==> config.mk <==
export PLATFORM = sky130hd
export DESIGN_NAME = hns_back
export DESIGN_NICKNAME = d
export VERILOG_FILES = /design/src/hdl/hns_pkg.sv /design/src/hdl/hns_back.sv
export SDC_FILE = /design/constraint.sdc
export NUM_CORES = 2
export LEC_CHECK = 0
export BUFFER_PORTS_ARGS = -buffer_cell sky130_fd_sc_hd__buf_2
export CAP_MARGIN = 20
export CORE_ASPECT_RATIO = 0.7
export CORE_MARGIN = 2
export CORE_UTILIZATION = 48
export CTS_BUF_LIST = sky130_fd_sc_hd__clkbuf_4 sky130_fd_sc_hd__clkbuf_8 sky130_fd_sc_hd__clkbuf_16
export DETAILED_ROUTE_END_ITERATION = 10
export PLACE_DENSITY = 0.68
export SLEW_MARGIN = 25
export SYNTH_ARGS = -nofsm -noshare
export SYNTH_HDL_FRONTEND = slang
export SYNTH_SLANG_ARGS = --single-unit
==> constraint.sdc <==
create_clock -name clk -period 22.8 [get_ports clk]
set_clock_uncertainty 0.2 [all_clocks]
set_input_delay 1.14 -clock clk [delete_from_list [all_inputs] [get_ports clk]]
set_output_delay 1.14 -clock clk [all_outputs]
set_load 0.05 [all_outputs]
==> src/hdl/hns_pkg.sv <==
package hns_pkg;

    typedef struct packed {
        logic signed [16:0] diff_a;
        logic signed [16:0] diff_b;
        logic [15:0]        span;
        logic [9:0]         row;
        logic [9:0]         col;
    } qent_t;

    typedef enum logic [1:0] {
        F_IDLE,
        F_DATA,
        F_WR2
    } front_state_t;

    typedef enum logic [2:0] {
        B_IDLE,
        B_SQ,
        B_ROOT,
        B_DIV,
        B_DONE
    } back_state_t;

    localparam logic [0:0] REG_ROW_LENGTH = 1'b0;
    localparam logic [0:0] REG_GRID_SPAN  = 1'b1;

    localparam logic [10:0] ROW_LENGTH_RESET = 11'd256;
    localparam logic [15:0] GRID_SPAN_RESET  = 16'd1028;

endpackage

==> src/hdl/hns_back.sv <==
module hns_back (
    input  logic               clk,
    input  logic               rst_n,
    input  logic               q_valid,
    input  hns_pkg::qent_t     q_data,
    output logic               pop,
    output logic               out_valid,
    input  logic               out_ready,
    output logic signed [15:0] normal_x,
    output logic [14:0]        normal_y,
    output logic signed [15:0] normal_z,
    output logic [9:0]         center_row,
    output logic [9:0]         center_col
);
    import hns_pkg::*;

    back_state_t state_reg, state_next;

    qent_t              ent_reg;
    logic [4:0]         k_reg;
    logic [1:0]         which_reg;
    logic signed [33:0] prod_reg;
    logic [35:0]        acc_reg;
    logic [63:0]        x_reg;
    logic [35:0]        rem_reg;
    logic [31:0]        root_reg;
    logic [47:0]        num_reg;
    logic [47:0]        dsh_reg;
    logic [15:0]        q_reg;
    logic [15:0]        na_reg, ns_reg, nb_reg;
    logic               ov_reg;

    logic signed [16:0] mul_op;
    logic [35:0]        rem_sh, trial;
    logic               rge, dge;
    logic [15:0]        mag;
    logic [15:0]        qfin;
    logic               load_out;
    logic [15:0]        nx_sat, nz_sat;

    assign pop       = (state_reg == B_IDLE) && q_valid;
    assign load_out  = (state_reg == B_DONE) && (!ov_reg || out_ready);
    assign out_valid = ov_reg;

    always_comb
    begin
        case (k_reg[1:0])
            2'd0:    mul_op = ent_reg.diff_a;
            2'd1:    mul_op = $signed({1'b0, ent_reg.span});
            default: mul_op = ent_reg.diff_b;
        endcase
    end

    assign rem_sh = {rem_reg[33:0], x_reg[63:62]};
    assign trial  = {2'b00, root_reg, 2'b01};
    assign rge    = (rem_sh >= trial);
    assign dge    = (num_reg >= dsh_reg);
    assign qfin   = {q_reg[14:0], dge};

    always_comb
    begin
        case (which_reg)
            2'd0:    mag = ent_reg.diff_a[16] ? 16'(-ent_reg.diff_a) : ent_reg.diff_a[15:0];
            2'd1:    mag = ent_reg.span;
            default: mag = ent_reg.diff_b[16] ? 16'(-ent_reg.diff_b) : ent_reg.diff_b[15:0];
        endcase
    end

    always_comb
    begin
        state_next = state_reg;
        case (state_reg)
            B_IDLE:
            begin
                if (q_valid)
                begin
                    state_next = B_SQ;
                end
            end
            B_SQ:
            begin
                if (k_reg == 5'd3)
                begin
                    state_next = B_ROOT;
                end
            end
            B_ROOT:
            begin
                if (k_reg == 5'd31)
                begin
                    state_next = B_DIV;
                end
            end
            B_DIV:
            begin
                if (k_reg == 5'd0 && which_reg == 2'd2)
                begin
                    state_next = B_DONE;
                end
            end
            B_DONE:
            begin
                if (load_out)
                begin
                    state_next = B_IDLE;
                end
            end
            default:
            begin
                state_next = B_IDLE;
            end
        endcase
    end

    always_ff @(posedge clk or negedge rst_n)
    begin
        if (!rst_n)
        begin
            state_reg <= B_IDLE;
            ov_reg    <= 1'b0;
        end
        else
        begin
            state_reg <= state_next;
            if (load_out)
            begin
                ov_reg <= 1'b1;
            end
            else if (out_ready)
            begin
                ov_reg <= 1'b0;
            end
        end
    end

    always_ff @(posedge clk)
    begin
        case (state_reg)
            B_IDLE:
            begin
                ent_reg <= q_data;
                k_reg   <= 5'd0;
                acc_reg <= '0;
            end
            B_SQ:
            begin
                prod_reg <= mul_op * mul_op;
                if (k_reg != 5'd0)
                begin
                    acc_reg <= acc_reg + 36'(unsigned'(prod_reg));
                end
                if (k_reg == 5'd3)
                begin
                    x_reg    <= {acc_reg + 36'(unsigned'(prod_reg)), 28'd0};
                    rem_reg  <= '0;
                    root_reg <= '0;
                    k_reg    <= 5'd0;
                end
                else
                begin
                    k_reg <= k_reg + 5'd1;
                end
            end
            B_ROOT:
            begin
                rem_reg  <= rge ? (rem_sh - trial) : rem_sh;
                root_reg <= {root_reg[30:0], rge};
                x_reg    <= {x_reg[61:0], 2'b00};
                if (k_reg == 5'd31)
                begin
                    k_reg     <= 5'd16;
                    which_reg <= 2'd0;
                end
                else
                begin
                    k_reg <= k_reg + 5'd1;
                end
            end
            B_DIV:
            begin
                if (k_reg == 5'd16)
                begin
                    num_reg <= {2'b00, mag, 30'd0} + 48'(root_reg);
                    dsh_reg <= {root_reg, 1'b0, 15'd0};
                    q_reg   <= '0;
                    k_reg   <= 5'd15;
                end
                else
                begin
                    if (dge)
                    begin
                        num_reg <= num_reg - dsh_reg;
                    end
                    dsh_reg <= {1'b0, dsh_reg[47:1]};
                    q_reg   <= qfin;
                    if (k_reg == 5'd0)
                    begin
                        case (which_reg)
                            2'd0:    na_reg <= qfin;
                            2'd1:    ns_reg <= qfin;
                            default: nb_reg <= qfin;
                        endcase
                        which_reg <= which_reg + 2'd1;
                        k_reg     <= 5'd16;
                    end
                    else
                    begin
                        k_reg <= k_reg - 5'd1;
                    end
                end
            end
            default:
            begin
                k_reg <= k_reg;
            end
        endcase
    end

    always_comb
    begin
        if (!ent_reg.diff_a[16] && ent_reg.diff_a != '0)
        begin
            nx_sat = 16'd0 - ((na_reg > 16'd32768) ? 16'd32768 : na_reg);
        end
        else
        begin
            nx_sat = (na_reg > 16'd32767) ? 16'd32767 : na_reg;
        end
        if (!ent_reg.diff_b[16] && ent_reg.diff_b != '0)
        begin
            nz_sat = 16'd0 - ((nb_reg > 16'd32768) ? 16'd32768 : nb_reg);
        end
        else
        begin
            nz_sat = (nb_reg > 16'd32767) ? 16'd32767 : nb_reg;
        end
    end

    always_ff @(posedge clk)
    begin
        if (load_out)
        begin
            normal_x   <= $signed(nx_sat);
            normal_y   <= (ns_reg > 16'd32767) ? 15'd32767 : ns_reg[14:0];
            normal_z   <= $signed(nz_sat);
            center_row <= ent_reg.row;
            center_col <= ent_reg.col;
        end
    end

endmodule

# Word-level counts from Yosys, hierarchy flattened

Cells that the tools add are included.
W data, S select, Z words.

Eq/ne operators: 18
Magnitude comparators: 7
Add/subtract/negate cells: 11
$mul: 1
Bitwise operators: 2
Muxes and demuxes: 39
Reductions and logical operators: 31

Operators by type and width:

| cell                   | number |
|---|---|
| $mux W16               | 8 |
| $pmux W64 S2           | 1 |
| $mux W48               | 2 |
| $pmux W36 S2           | 1 |
| $mux W34               | 2 |
| $pmux W34 S2           | 1 |
| $mux W64               | 1 |
| $pmux W32 S2           | 1 |
| $ge A48 B48 Y1         | 1 |
| $gt A16 B15 Y1 const B | 3 |
| $sub A48 B48 Y48       | 1 |
| $add A46 B32 Y47       | 1 |
| $mux W47               | 1 |
| $add A36 B34 Y36       | 1 |
| $ge A36 B34 Y1         | 1 |
| $mux W36               | 1 |
| $mul A17 B17 Y34       | 1 |
| $pmux W17 S2           | 1 |
| $reduce_bool A17 Y1    | 2 |
| $sub A34 B34 Y34       | 1 |
| $gt A16 B16 Y1 const B | 2 |
| $mux W32               | 1 |
| $neg A16 Y16           | 2 |
| $pmux W16 S2           | 1 |
| 33 further kinds       | 71 |

Output and inout bits: 69
Input port bits: 74
Register bits: 507
Word-level logic and storage cells: 136

# Logic depth before layout (Yosys ltp)

Depth in word-level cells: 5
Gate-level depth with buffers: 34
Depth with buffers taken out: 30

# Worst setup path before layout

OpenSTA, ideal clock, no wires.

Kind: register to register
From: register state_reg[2]
To: register state_reg[1]
Clock period less this slack: 9027 ps
Library setup time: 121 ps
Slack: 13773 ps
Data arrival time: 8706 ps
Stages on the path, launching flop included: 5
Buffers on the path: 0
Data required time: 22479 ps
Cell sequence: dfrtp_1 > inv_1 > nand3_1 > o21ai_0 > o21bai_1

Word-level cells in the longest chain between the ends: 4
Elaborated cells on any way between the ends: 13

RTL lines:

| item                        | RTL line                       | source |
|---|---|---|
| from (decl)                 | hns_back.sv:17                 | `back_state_t state_reg, state_next;` |
| from (signal assigned)      | hns_back.sv:124                | `state_reg <= state_next;` |
| $eq A3 B3 Y1                | hns_back.sv:42, hns_back.sv:72 |  |
| $logic_and A1 B1 Y1         | hns_back.sv:42                 | `assign load_out = (state_reg == B_DONE) && (!ov_reg \|\| out_ready);` |
| $ne A2 B2 Y1 (no line)      | -                              |  |
| $reduce_and A5 Y1 (no line) | -                              |  |

Parallel ways exist; a longest one is shown, timed or not.
A chain may end at the register's enable or synchronous reset.

# Worst setup path in the final report

From: register k_reg[1]
To: register prod_reg[33] (data pin)

Word-level cells in the longest chain between the ends: 3
Elaborated cells on any way between the ends: 4

RTL lines:

| item                                                    | RTL line        | source |
|---|---|---|
| from (decl)                                             | hns_back.sv:20  | `logic [4:0] k_reg;` |
| from (signal assigned)                                  | hns_back.sv:161 | `k_reg <= k_reg + 5'd1;` |
| from (signal assigned)                                  | hns_back.sv:176 | `k_reg <= k_reg + 5'd1;` |
| from (signal assigned)                                  | hns_back.sv:208 | `k_reg <= k_reg - 5'd1;` |
| $eq A2 B1 Y1 / $logic_not A2 Y1 (equally long branches) | hns_back.sv:47  | `case (k_reg[1:0])` |
| $pmux W17 S2 *                                          | hns_back.sv:47  |  |
| $mul A17 B17 Y34 *                                      | hns_back.sv:147 | `prod_reg <= mul_op * mul_op;` |
| to (signal assigned)                                    | hns_back.sv:147 |  |
| to (decl)                                               | hns_back.sv:22  | `logic signed [33:0] prod_reg;` |

Every way passes the cells marked *; elsewhere a longest branch is shown, timed or not.

==> impl_metrics.ini <==
[status]
status = finished clean

[sta]
min_period_ps = 9600
rsz0062_at_grt = no
max_slew_margin = 0.335
timing.fmax_mhz = 104
finalMaxSlewViolations = 0
setup_viol = 0
worst_slew_pin_slew_ps = 989
setup_tns_ps = 0
hold_viol = 0
period_share = 0.421

[setup_path]
cpMaxStageDelayCell = a21oi_1
path_max_fanout = 18
critical_path_class = flop to flop
cpPeakStageDelay_ps = 760
worstReg2RegStart = k_reg[1]
r2r_cells = 30
required_ps = 22960
r2r_setup_slack_ps = 13200
cp-end-kind = flop
start_kind = flop
r2r_end = prod_reg[33]
arrival_ps = 9760

[yosys]
synthAdderAreaFrac = 0.231
synthFlopType = edfxtp_1
yosys-top-cells-count = inv_1, edfxtp_1, nor2_1
synth_top_area_cell = edfxtp_1
synth-edff-count = 474
syn-num-nets = 3933
async_reset_ff_frac = 0.00837
synth_area_leaders = edfxtp_1, fa_1, ha_1
synth-seq-area-share = 0.408
ys_seq_elements = 478
synth-xor-area-share = 0.0481
yosys_warnings = 0
yosys.area.top_type_share = 0.405
postSynthAreaPerCell_um2 = 10.4
synthMuxAreaShare = 0.00748
synth_compound_area_frac = 0.132
yosys.area_share.simple = 0.109
synthCells = 3369
ys_types = 75
synth_top_family_by_area = adder cells
yosysMostFrequentCell = inv_1
syn_area_mm2 = 0.0351

[finish]
largest_reg_flops = 70
fin_nets = 4054
num_antenna_cells = 0
synthToLayoutAreaGrowth_pct = 9.74
fillers = 6394
layout-drive-gt1-share = 0.0893

[die]
start_util = 0.488
ioPinCount = 143
rows = 82
core_mm2 = 0.0720
die-area_mm2 = 0.0754
die_h_um = 230
die_x_um = 327

[placed_design]
port_buffers = 142
hpwl_um = 62800
gp_congestion = 0.912

[detailed_routing]
drc = 0
ant_nets = 0
wl_per_cell_um = 18.4
vias = 24800
via_per_inst = 5.51
first_iter_violations = 2281
wirelength_um = 82900
dr.pass1.iters = 6

[clocking]
cts_made_buffers = 48
clock-sinks = 478
cts_tree = built
ctsRootBufferMaster = clkbuf_16
cts_setup_buffers = 0
cts-htree-levels = 2
hold_buffers = 0
path_clk_slew_ps = 70
cts-resized-gates = 0
cts_buffer_depth = 3
clk_latency_ps = 620

[global_route]
grt_start_max_net_pins = 77
grt-ovfl-total = 0
grt_pass1_vias = 24300
grt_pass1_wl_um = 134000
antenna_found_initial = 0
grt_usage = 0.224

[flow_run]
maxCapViolCount = 0

[min_path]
hold_path_class = input pin to async pin
[layout make-up]
class,instances,area (µm²),share of cell area
Multi-Input combinational cell,2291,18600,0.482
Timing Repair Buffer,169,941,0.0244
Inverter,502,1880,0.0489
Clock inverter,25,258,0.00668
Clock buffer,63,1340,0.0347
Tap cell,966,1210,0.0313
Sequential cell,478,14300,0.372
[worst max-delay path by stage]
| stage | depth (start not counted) | to | startpoint |
|---|---|---|---|
| finish | 30 | prod_reg[33] | k_reg[1] |
| global route | 30 | prod_reg[32] | k_reg[1] |
| CTS | 30 | prod_reg[32] | k_reg[1] |
| detailed placement | 30 | prod_reg[32] | k_reg[1] |
| global placement | 30 | prod_reg[32] | k_reg[1] |
| floorplan | 4 | state_reg[1] | state_reg[2] |
[per-stage QoR]
stage               worst slack [ps]   util  hold WS [ps]  area, µm²  instances
floorplan                      13770      -           200      35100       3369
global placement               13600  0.513           200      36900       4404
detailed placement             13330  0.513           205      37000       4406
CTS                            13300  0.536           114      38600       4494
global route                   12610  0.536           127      38600       4494
finish                         13200  0.536           151      38600       4494
[metal layers]
layer  share of wire  global-route usage  wire length, µm
met5               0                   0                0
met4           0.014              0.0414             1190
met3           0.074              0.0501             6150
met2            0.44               0.333            36400
met1            0.47               0.338            39100
[critical path: cells and delay by family, from the launching register on]
family	cells	cell delay, ps
adders and majority gates	8	4130
AOI/OAI and AO/OA	7	2130
DFF	1	450
buffers and inverters	8	1340
and+or+nand+nor	6	1050
xor gates and xnor gates	1	70
[layout by cell type, fill, tap and decap left out, types with 14 or more instances in the layout]
cell type	count
nand3_1	39
mux2i_1	24
edfxtp_1	474
a31oi_1	20
fa_1	267
ha_1	223
a21o_1	102
nand2_1	261
nand2b_1	26
buf_4	25
or3_1	20
and3_1	20
inv_1	495
a21oi_1	180
buf_2	142
clkbuf_16	48
nor2b_1	25
o21ai_0	202
o221ai_1	14
o31ai_1	24
a22o_1	21
nor3_1	27
nor2_1	325
xnor2_1	112
a211oi_1	16
o21bai_1	15
o21a_1	27
nand4_1	20
xor2_1	81
and2_1	29
or2_2	29
[logic make-up after synthesis]
family,count (synthesis)
flops,478
xor+xnor,193
compound gates,726
fa+ha+maj,490
mux,26
simple gates,856
buf+inv,600
Power is left out: the tool's default activity adds up to more than one toggle a clock period on the data nets, which glitch-free logic cannot reach.
