## src/hdl/hns_pkg.sv

```systemverilog
package hns_pkg;

    typedef struct packed {
        logic signed [16:0] diff_a;
        logic signed [16:0] diff_b;
        logic [15:0]        span;
        logic [9:0]         row;
        logic [9:0]         col;
    } qent_t;

    typedef enum logic [1:0] {
        F_IDLE,
        F_DATA,
        F_WR2
    } front_state_t;

    typedef enum logic [2:0] {
        B_IDLE,
        B_SQ,
        B_ROOT,
        B_DIV,
        B_DONE
    } back_state_t;

    localparam logic [0:0] REG_ROW_LENGTH = 1'b0;
    localparam logic [0:0] REG_GRID_SPAN  = 1'b1;

    localparam logic [10:0] ROW_LENGTH_RESET = 11'd256;
    localparam logic [15:0] GRID_SPAN_RESET  = 16'd1028;

endpackage

```

## src/hdl/hns_queue.sv

```systemverilog
module hns_queue (
    input  logic           clk,
    input  logic           rst_n,
    input  logic           push,
    input  hns_pkg::qent_t push_data,
    output logic           full,
    input  logic           pop,
    output logic           q_valid,
    output hns_pkg::qent_t q_data
);
    import hns_pkg::*;

    qent_t      ent_reg [2];
    logic       wp_reg, rp_reg;
    logic [1:0] cnt_reg;

    assign full    = (cnt_reg == 2'd2);
    assign q_valid = (cnt_reg != 2'd0);
    assign q_data  = ent_reg[rp_reg];

    always_ff @(posedge clk or negedge rst_n)
    begin
        if (!rst_n)
        begin
            wp_reg  <= 1'b0;
            rp_reg  <= 1'b0;
            cnt_reg <= 2'd0;
        end
        else
        begin
            if (push)
            begin
                wp_reg <= ~wp_reg;
            end
            if (pop)
            begin
                rp_reg <= ~rp_reg;
            end
            if (push && !pop)
            begin
                cnt_reg <= cnt_reg + 2'd1;
            end
            else if (pop && !push)
            begin
                cnt_reg <= cnt_reg - 2'd1;
            end
        end
    end

    always_ff @(posedge clk)
    begin
        if (push)
        begin
            ent_reg[wp_reg] <= push_data;
        end
    end

endmodule

```

## config.mk

```make
export PLATFORM = sky130hd
export DESIGN_NAME = hns_queue
export DESIGN_NICKNAME = d
export VERILOG_FILES = /design/src/hdl/hns_pkg.sv /design/src/hdl/hns_queue.sv
export SDC_FILE = /design/constraint.sdc
export NUM_CORES = 1
export LEC_CHECK = 0
export CAP_MARGIN = 40
export CELL_PAD_IN_SITES_DETAIL_PLACEMENT = 1
export CELL_PAD_IN_SITES_GLOBAL_PLACEMENT = 2
export CORE_UTILIZATION = 46
export DETAILED_ROUTE_END_ITERATION = 7
export DONT_BUFFER_PORTS = 1
export PLACE_DENSITY_LB_ADDON = 0.1
export SYNTH_ARGS = -nofsm -noshare
export SYNTH_HDL_FRONTEND = slang
export SYNTH_SLANG_ARGS = --single-unit
```

## constraint.sdc

```tcl
create_clock -name clk -period 5.21 [get_ports clk]
set_input_delay 0.2605 -clock clk [delete_from_list [all_inputs] [get_ports clk]]
set_output_delay 0.2605 -clock clk [all_outputs]
set_load 0.01 [all_outputs]
```

# ---- Word level (Yosys, flattened, before mapping)
# Memory sizes are Yosys's and may differ from the RTL's.
# Cells that the tools add are included.
# W data, S select, Z words.
dict set report op_classes {
  add_sub_neg 2
  multipliers 0
  n_div 0
  n_lt_le_gt_ge 0
  n_eq_ne 1
  shifts 0
  n_mux 4
  bitwise 2
  reduce_logical 6
}
# operator n
set op_table {}
lappend op_table {{$mux W2} 2}
lappend op_table {{$reduce_bool A2 Y1} 2}
lappend op_table {{$add A2 B1 Y2 const B} 1}
lappend op_table {{$eq A2 B2 Y1 const B} 1}
lappend op_table {{$logic_and A1 B1 Y1} 2}
lappend op_table {{$logic_not A1 Y1} 2}
lappend op_table {{$mux W1} 2}
lappend op_table {{$not A1 Y1} 2}
lappend op_table {{$sub A2 B1 Y2 const B} 1}
dict set report word_totals {
  regBits 4
  latchBits 0
  ramBits 140
  rom_bits 0
  inputBits 74
  output_inout_bits 72
  wordCells 19
  n_memories 1
}
# memory depth width read_ports rd_clocked_by_memory_dff write_ports line
set mem_list {}
lappend mem_list {ent_reg 2 70 1 0 1 hns_queue.sv:13} ;# qent_t ent_reg [2];

# ---- Longest topological paths before layout
# Gate-level depths: netlist of the first run.
dict set report depth {
  ltp_word 4
  ltp_mapped 5
  ltp_nobuf 5
}

# ---- Least setup slack after synthesis of the first run
# No wires, ideal clock.
dict set report synth_timing {
  path_kind {register -> register}
  startpoint {reg wp_reg}
  endpoint {mem ent_reg[0][0] (netlist name) (enable)}
  t_arrival_ps 3511
  t_required_ps 4703
  slack_ps 1192
  path_stages_with_launch 2
  period_less_slack_ps 4018
  path_cell_list {dfrtp_1 nor2b_1}
}
# element line
set synth_lines {}
lappend synth_lines {{start: declaration} hns_queue.sv:14} ;# logic wp_reg, rp_reg;
lappend synth_lines {{start signal: assignment} hns_queue.sv:33} ;# wp_reg <= ~wp_reg;
lappend synth_lines {{end: declaration} hns_queue.sv:13}
# Straight into the memory's write port.

==> impl_metrics.csv, run 1 <==
group,metric,value,unit
run_status,outcome,"finished, violations left",
run_status,violations,"design-rule violations",
synth,synth_area_per_cell,23.90,µm²
global_route,grt_pass1_wl,14970,µm
sta,slew-limit-headroom,50.80,%
worst_setup_path,critPathLaunchType,"flip-flop",
synth,syn-cell-area,5592,µm²
place,gp_congestion,0.6430,
cells_and_area,diodes,0,
clock_network,cts.sinks,144,
place,placed_cell_area,5688,µm²
route,via_count,2427,
worst_setup_path,path_class,"reg -> out",
worst_setup_path,r2r_slack,3.61,ns
sta,setup_violations,0,
worst_setup_path,worst-path-max-fanout,40,
route,wl_met3,884,µm
synth,synthTopCellsByCount,"edfxtp_1 (140), mux2_4 (69), buf_12 (7)",
global_route,grt_pass1_vias,2735,
route,top_layer_used,"met4",
global_route,grt_usage,16.59,%
sta,period_share,50.66,%
clock_network,cts_tree,"yes",
synth,synth-seq-cells,144,
clock_network,post_cts_buffers,0,
cells_and_area,nNetsFinal,397,
route,drt_iter0_drc,124,
cells_and_area,largest_reg_flops,140,
run,max-cap-violations,0,
sta,skew,0.005771,ns
sta,worstMarginPinSlew,0.7380,ns
clock_network,cts_buffers,17,
sta,hold_viol_final,0,
power_and_ir_drop,internal_power,2.718,mW
floorplan,start_util,48.15,%
clock_network,clkTransAtPathRegs,0.05,ns
clock_network,clockBufferDepth,2,
route,viasPerCell,5.077,
sta,rsz0062_at_grt,"false",
route,met2_length,5139,µm
power_and_ir_drop,p_total,3.732,mW
floorplan,dieArea,12600,µm²
power_and_ir_drop,power.leakage,2.580,nW
global_route,overflow,0,
sta,slew_violations,0,
sta,setup_tns,0,ns
floorplan,coreArea,11610,µm²
floorplan,ios,146,
route,ant_nets,0,
clock_network,htreeDepth,4,
synth,synth.area.top_cells,"edfxtp_1 (75%), mux2_4 (19%), buf_12 (2.5%)",
power_and_ir_drop,power_switching,1.014,mW
synth,synth_nets,309,
route,wl_met1,3589,µm
power_and_ir_drop,seqPwrFrac,44.9,%
synth,synth_most_common_cell,"edfxtp_1",
power_and_ir_drop,combPwrFrac,25.4,%
power_and_ir_drop,pwr-share-clk,29.7,%
route,wl,9805,µm
synth,yosysWarnings,0,
global_route,grt_max_degree,41,
power_and_ir_drop,pwr_density_cell,536.4,nW/µm²
global_route,antenna_found_initial,0,
cells_and_area,final_area,6958,µm²
worst_setup_path,required,4.95,ns
power_and_ir_drop,vdd_ir_drop_max,338.1,µV
synth,ys_async_sr_fraction,2.778,%
synth,yosys.area.top_type,"edfxtp_1",
sta,fmaxAchievable,378.9,MHz
cells_and_area,syn2layout_area_growth,24.43,%
place,dp_hpwl,5901,µm
route,first_pass_iters,6,
cells_and_area,drive_gt1_share,30.15,%
synth,ys_types,14,
worst_setup_path,end_kind,"output pin",
worst_hold_path,min_path_type,"in -> reg",
synth,yosysSeqAreaShare,76.97,%
synth,syn_inst,234,
synth,synth-edff-count,140,
synth,synth_ff_type,"edfxtp_1",
route,drc,9,
clock_network,cts_root_buffer,"clkbuf_16",
sta,period_minus_slack,2.639,ns
floorplan,die-height,112.3,µm
floorplan,num_rows,39,
place,numPortBuffers,0,
synth,synth_top_area_share,75.18,%
sta,whs,0.1062,ns
worst_setup_path,worstPathArrival,2.38,ns
route,post_drt_wl_per_cell,20.51,µm
power_and_ir_drop,swShare,27.17,%
floorplan,fp.dieW,112.3,µm
clock_network,clk_latency,0.41,ns
==> cell families (layout without fill, tap and decap cells) <==
logic type	Yosys count	in the layout	share of synthesized area (%)
mux	70	70	18.73
flops	144	144	76.97
xor+xnor	5	5	0.7831
simple gates	5	5	0.5147
buf+inv	9	110	2.775
fa+ha+maj	1	1	0.2237
==> path summary, 6_finish.rpt <==
path,startpoint,endpoint,cells past startpoint
max in group asynchronous,rst_n,rp_reg,1
min in group asynchronous,rst_n,rp_reg,1
setup reg to reg,wp_reg,ent_reg[1][33],2
hold reg to reg,cnt_reg[1],cnt_reg[1],1
setup / recovery,rp_reg,q_data[62],2
hold / removal,push,cnt_reg[0],2
==> per-stage QoR <==
| stage | setup slack, ns | util, % | instances |
|---|---|---|---|
| CTS | 2.500 | 59.91 | 478 |
| floorplan | 1.192 | - | 234 |
| detailed placement | 2.953 | 48.98 | 373 |
| global placement | 3.002 | 48.63 | 371 |
| global route | 2.457 | 59.91 | 478 |
| finish | 2.571 | 59.91 | 478 |
==> power groups by stage <==
stage                     Sequential, mW  Clock, mW  Combinational, mW
final                               1.68       1.11              0.949
after global routing                1.70       1.18               1.00
after CTS                           1.68       1.13              0.963
after detailed placement            1.70          0              0.906
after global placement              1.68          0              0.872
after floorplan                     1.63          0              0.924
==> worst max-delay path: stages (launching register included) <==
cell and delay, ns:
dfrtp_4 0.81, buf_4 0.69, mux2_2 0.44
==> routing by layer <==
layer / track usage [%] / vias to the layer above
li1: - / 1099
met2: 29.19 / 103
met4: 8.000 / 0
met1: 16.56 / 1208
met3: 7.721 / 17
met5: 0 / -
==> timing repair <==
item,4_1_cts,5_1_grt
gates resized for setup,0,0
hold buffers,73,0
hold endpoints to repair,146,0
==> layout by cell type (no fill, tap or decap), drive strengths merged <==
cell,Yosys,routed
clkbuf,0,23
edfxtp,140,140
nor2b,2,2
xor2,4,4
nor2,1,1
or2,1,1
xnor2,1,1
dlygate4sd3,0,73
and2,1,1
bufinv,0,2
clkinv,0,7
dfrtp,4,4
inv,1,1
buf,8,4
mux2,70,70
ha,1,1
==> cell type report <==
cell class	instances	area, µm²
inverters	1	3.754
multi-input cells	81	1142
flip-flops and latches	144	4308
clock inverters	9	91.34
repair buffers	77	785.8
well taps	143	178.9
clock buffers	23	447.9
fillers	959	4656
Note: power is estimated with default switching activity, not from simulation.
==> inputs of run 2 (changes only) <==
- ABC_AREA: not set -> 1
- CORE_UTILIZATION: 46 -> 42
- clock period: 5.21 -> 2.15 ns (I/O delays scaled with it)
==> run 2 against run 1 <==
- the flow now finishes without violations
- via count grew 2.3%
- flip-flop and latch count is the same
- register-to-register slack got worse by 2.8 ns
- sequential power up 140%
- die area is 9.7% higher
- non-clock buffer count up 3
- sequential share of layout area shrank 0.67 points
- clock-buffer cell count grew 8
==> impl_metrics.csv, run 2 <==
group,metric,value,unit
run_status,outcome,"finished, final reports clean",
cells_and_area,fillCellCount,1128,
synth,synth-seq-cells,144,
worst_hold_path,min_path_type,"in -> reg",
floorplan,fp.dieW,117.6,µm
power_and_ir_drop,pwr_density_cell,1276,nW/µm²
worst_hold_path,hp-start,"push",
power_and_ir_drop,power.leakage,2.607,nW
cells_and_area,largest_reg_flops,140,
sta,setup_violations,0,
global_route,grt_max_degree,71,
synth,synth_top_area_share,74.95,%
sta,skew,0.004497,ns
global_route,grt_pass1_vias,2676,
synth,yosysSeqAreaShare,76.73,%
sta,period_share,88.46,%
synth,synth-edff-count,140,
run,max-cap-violations,0,
clock_network,cts_buffers,17,
sta,slew-limit-headroom,66.44,%
worst_setup_path,r2r_slack,0.78,ns
worst_setup_path,worst-path-max-fanout,22,
global_route,grt_pass1_wl,14510,µm
place,gp_congestion,0.6642,
floorplan,num_rows,41,
clock_network,clk_latency,0.41,ns
global_route,grt_usage,14.44,%
power_and_ir_drop,vdd_ir_drop_max,580.7,µV
floorplan,start_util,43.74,%
clock_network,cts_tree,"yes",
synth,yosysWarnings,0,
route,ant_nets,0,
cells_and_area,syn2layout_area_growth,25.41,%
worst_hold_path,min_path_cells,3,
clock_network,cts.sinks,144,
synth,synth_nets,318,
synth,synthTopCellsByCount,"edfxtp_1 (140), mux2_4 (69), buf_12 (7), inv_1 (7), nand2_1 (6)",
power_and_ir_drop,p_total,8.975,mW
synth,yosys.area.top_type,"edfxtp_1",
clock_network,clkTransAtPathRegs,0.05,ns
floorplan,ios,146,
synth,syn-cell-area,5609,µm²
worst_setup_path,required,2.04,ns
route,drc,0,
synth,syn_inst,243,
cells_and_area,diodes,0,
sta,period_minus_slack,1.902,ns
route,viasPerCell,4.782,
worst_setup_path,worstReg2RegStart,"wp_reg",
cells_and_area,nNetsFinal,409,
worst_setup_path,worstPathArrival,1.79,ns
sta,fmaxAchievable,525.8,MHz
route,wl,9476,µm
synth,synth_most_common_cell,"edfxtp_1",
synth,synth_ff_type,"edfxtp_1",
sta,rsz0062_at_grt,"false",
cells_and_area,layout_common_cells,"edfxtp_1 (140), dlygate4sd3_1 (74), mux2_4 (69)",
worst_setup_path,critPathLaunchType,"flip-flop",
sta,hold_viol_final,0,
sta,worstMarginPinSlew,0.5033,ns
sta,slew_violations,0,
clock_network,cts_root_buffer,"clkbuf_16",
worst_hold_path,hold_path_end,"ent_reg[0][7]",
cells_and_area,post-route-util,54.85,%
worst_setup_path,path_class,"reg -> out",
floorplan,coreArea,12820,µm²
worst_setup_path,end_kind,"output pin",
floorplan,die-height,117.6,µm
route,via_count,2482,
worst_setup_path,r2r_end,"ent_reg[0][27]",
sta,setup_tns,0,ns
worst_setup_path,rr_worst_depth,2,
global_route,overflow,0,
global_route,antenna_found_initial,0,
place,dp_hpwl,5791,µm
cells_and_area,layout_commonest_cell,"edfxtp_1",
route,post_drt_wl_per_cell,18.26,µm
synth,synth.area.top_cells,"edfxtp_1 (75%), mux2_4 (18%), buf_12 (2.5%)",
floorplan,dieArea,13820,µm²
route,drt_iter0_drc,100,
place,numPortBuffers,0,
route,first_pass_iters,4,
clock_network,clockBufferDepth,2,
synth,ys_async_sr_fraction,2.778,%
cells_and_area,drive_gt1_share,29.11,%
synth,synth_area_per_cell,23.08,µm²
synth,ys_types,14,
clock_network,htreeDepth,4,
## run 2: through the flow
step	instances	hold WS [ns]	instance area (µm²)	setup slack, ns
after global placement	413	-0.1879	5771	0.6678
final	519	0.3046	7034	0.2481
after floorplan	243	-0.1881	5620	0.2297
after CTS	519	0.3036	7034	0.1966
after global routing	519	0.3267	7034	0.1681
after detailed placement	413	-0.1880	5771	0.6531
## run 2: what timing repair did
item / 4_1_cts / 5_1_grt
endpoints found under the hold margin: 147 / 0
gates resized for setup: 0 / 0
setup buffers: 0 / 0
hold buffers: 74 / 0
## run 2: area by class of cell
cell class | instances | area, µm² | share of cell area, %
clock inverters | 1 | 5.005 | 0.07115
inverters | 7 | 30.03 | 0.4269
well taps | 172 | 215.2 | 3.059
flip-flops and latches | 144 | 4308 | 61.24
multi-input cells | 84 | 1135 | 16.13
repair buffers | 80 | 823.3 | 11.70
clock buffers | 31 | 518.0 | 7.364
## run 2: cells by family after synthesis
kind of cell | Yosys count | share of synthesized area (%)
flip-flops | 144 | 76.73
multiplexers | 70 | 18.67
buffers and inverters | 15 | 3.168
AND/OR/NAND/NOR | 10 | 0.7361
XOR/XNOR | 3 | 0.4685
adder cells (fa/ha/maj) | 1 | 0.2230
## run 2: critical path, cell delays in order (launching register included)
cell and delay, ns:
dfrtp_4 0.71, buf_4 0.31, mux2_4 0.34
## run 2: power breakdown
group,total (mW),switching [mW],internal [mW]
sequential,4.00,0.266,3.74
clock,2.56,0.968,1.60
combinational,2.41,1.21,1.20
total,8.98,2.44,6.54
## run 2: how the worst max path moves through the flow
stage,start,end,slack [ns]
2_1_floorplan,wp_reg,ent_reg[1][0],0.23
3_3_place_gp,rp_reg,q_data[33],0.67
3_5_place_dp,rp_reg,q_data[40],0.65
4_1_cts,rp_reg,q_data[40],0.20
5_1_grt,rp_reg,q_data[40],0.17
6_report,rp_reg,q_data[40],0.25
## run 2: routing by layer
metal	track usage (%)	part of all wire, %
met2	23.37	50
met5	0	0
met4	7.212	2.0
met1	15.62	39
met3	7.267	9.1
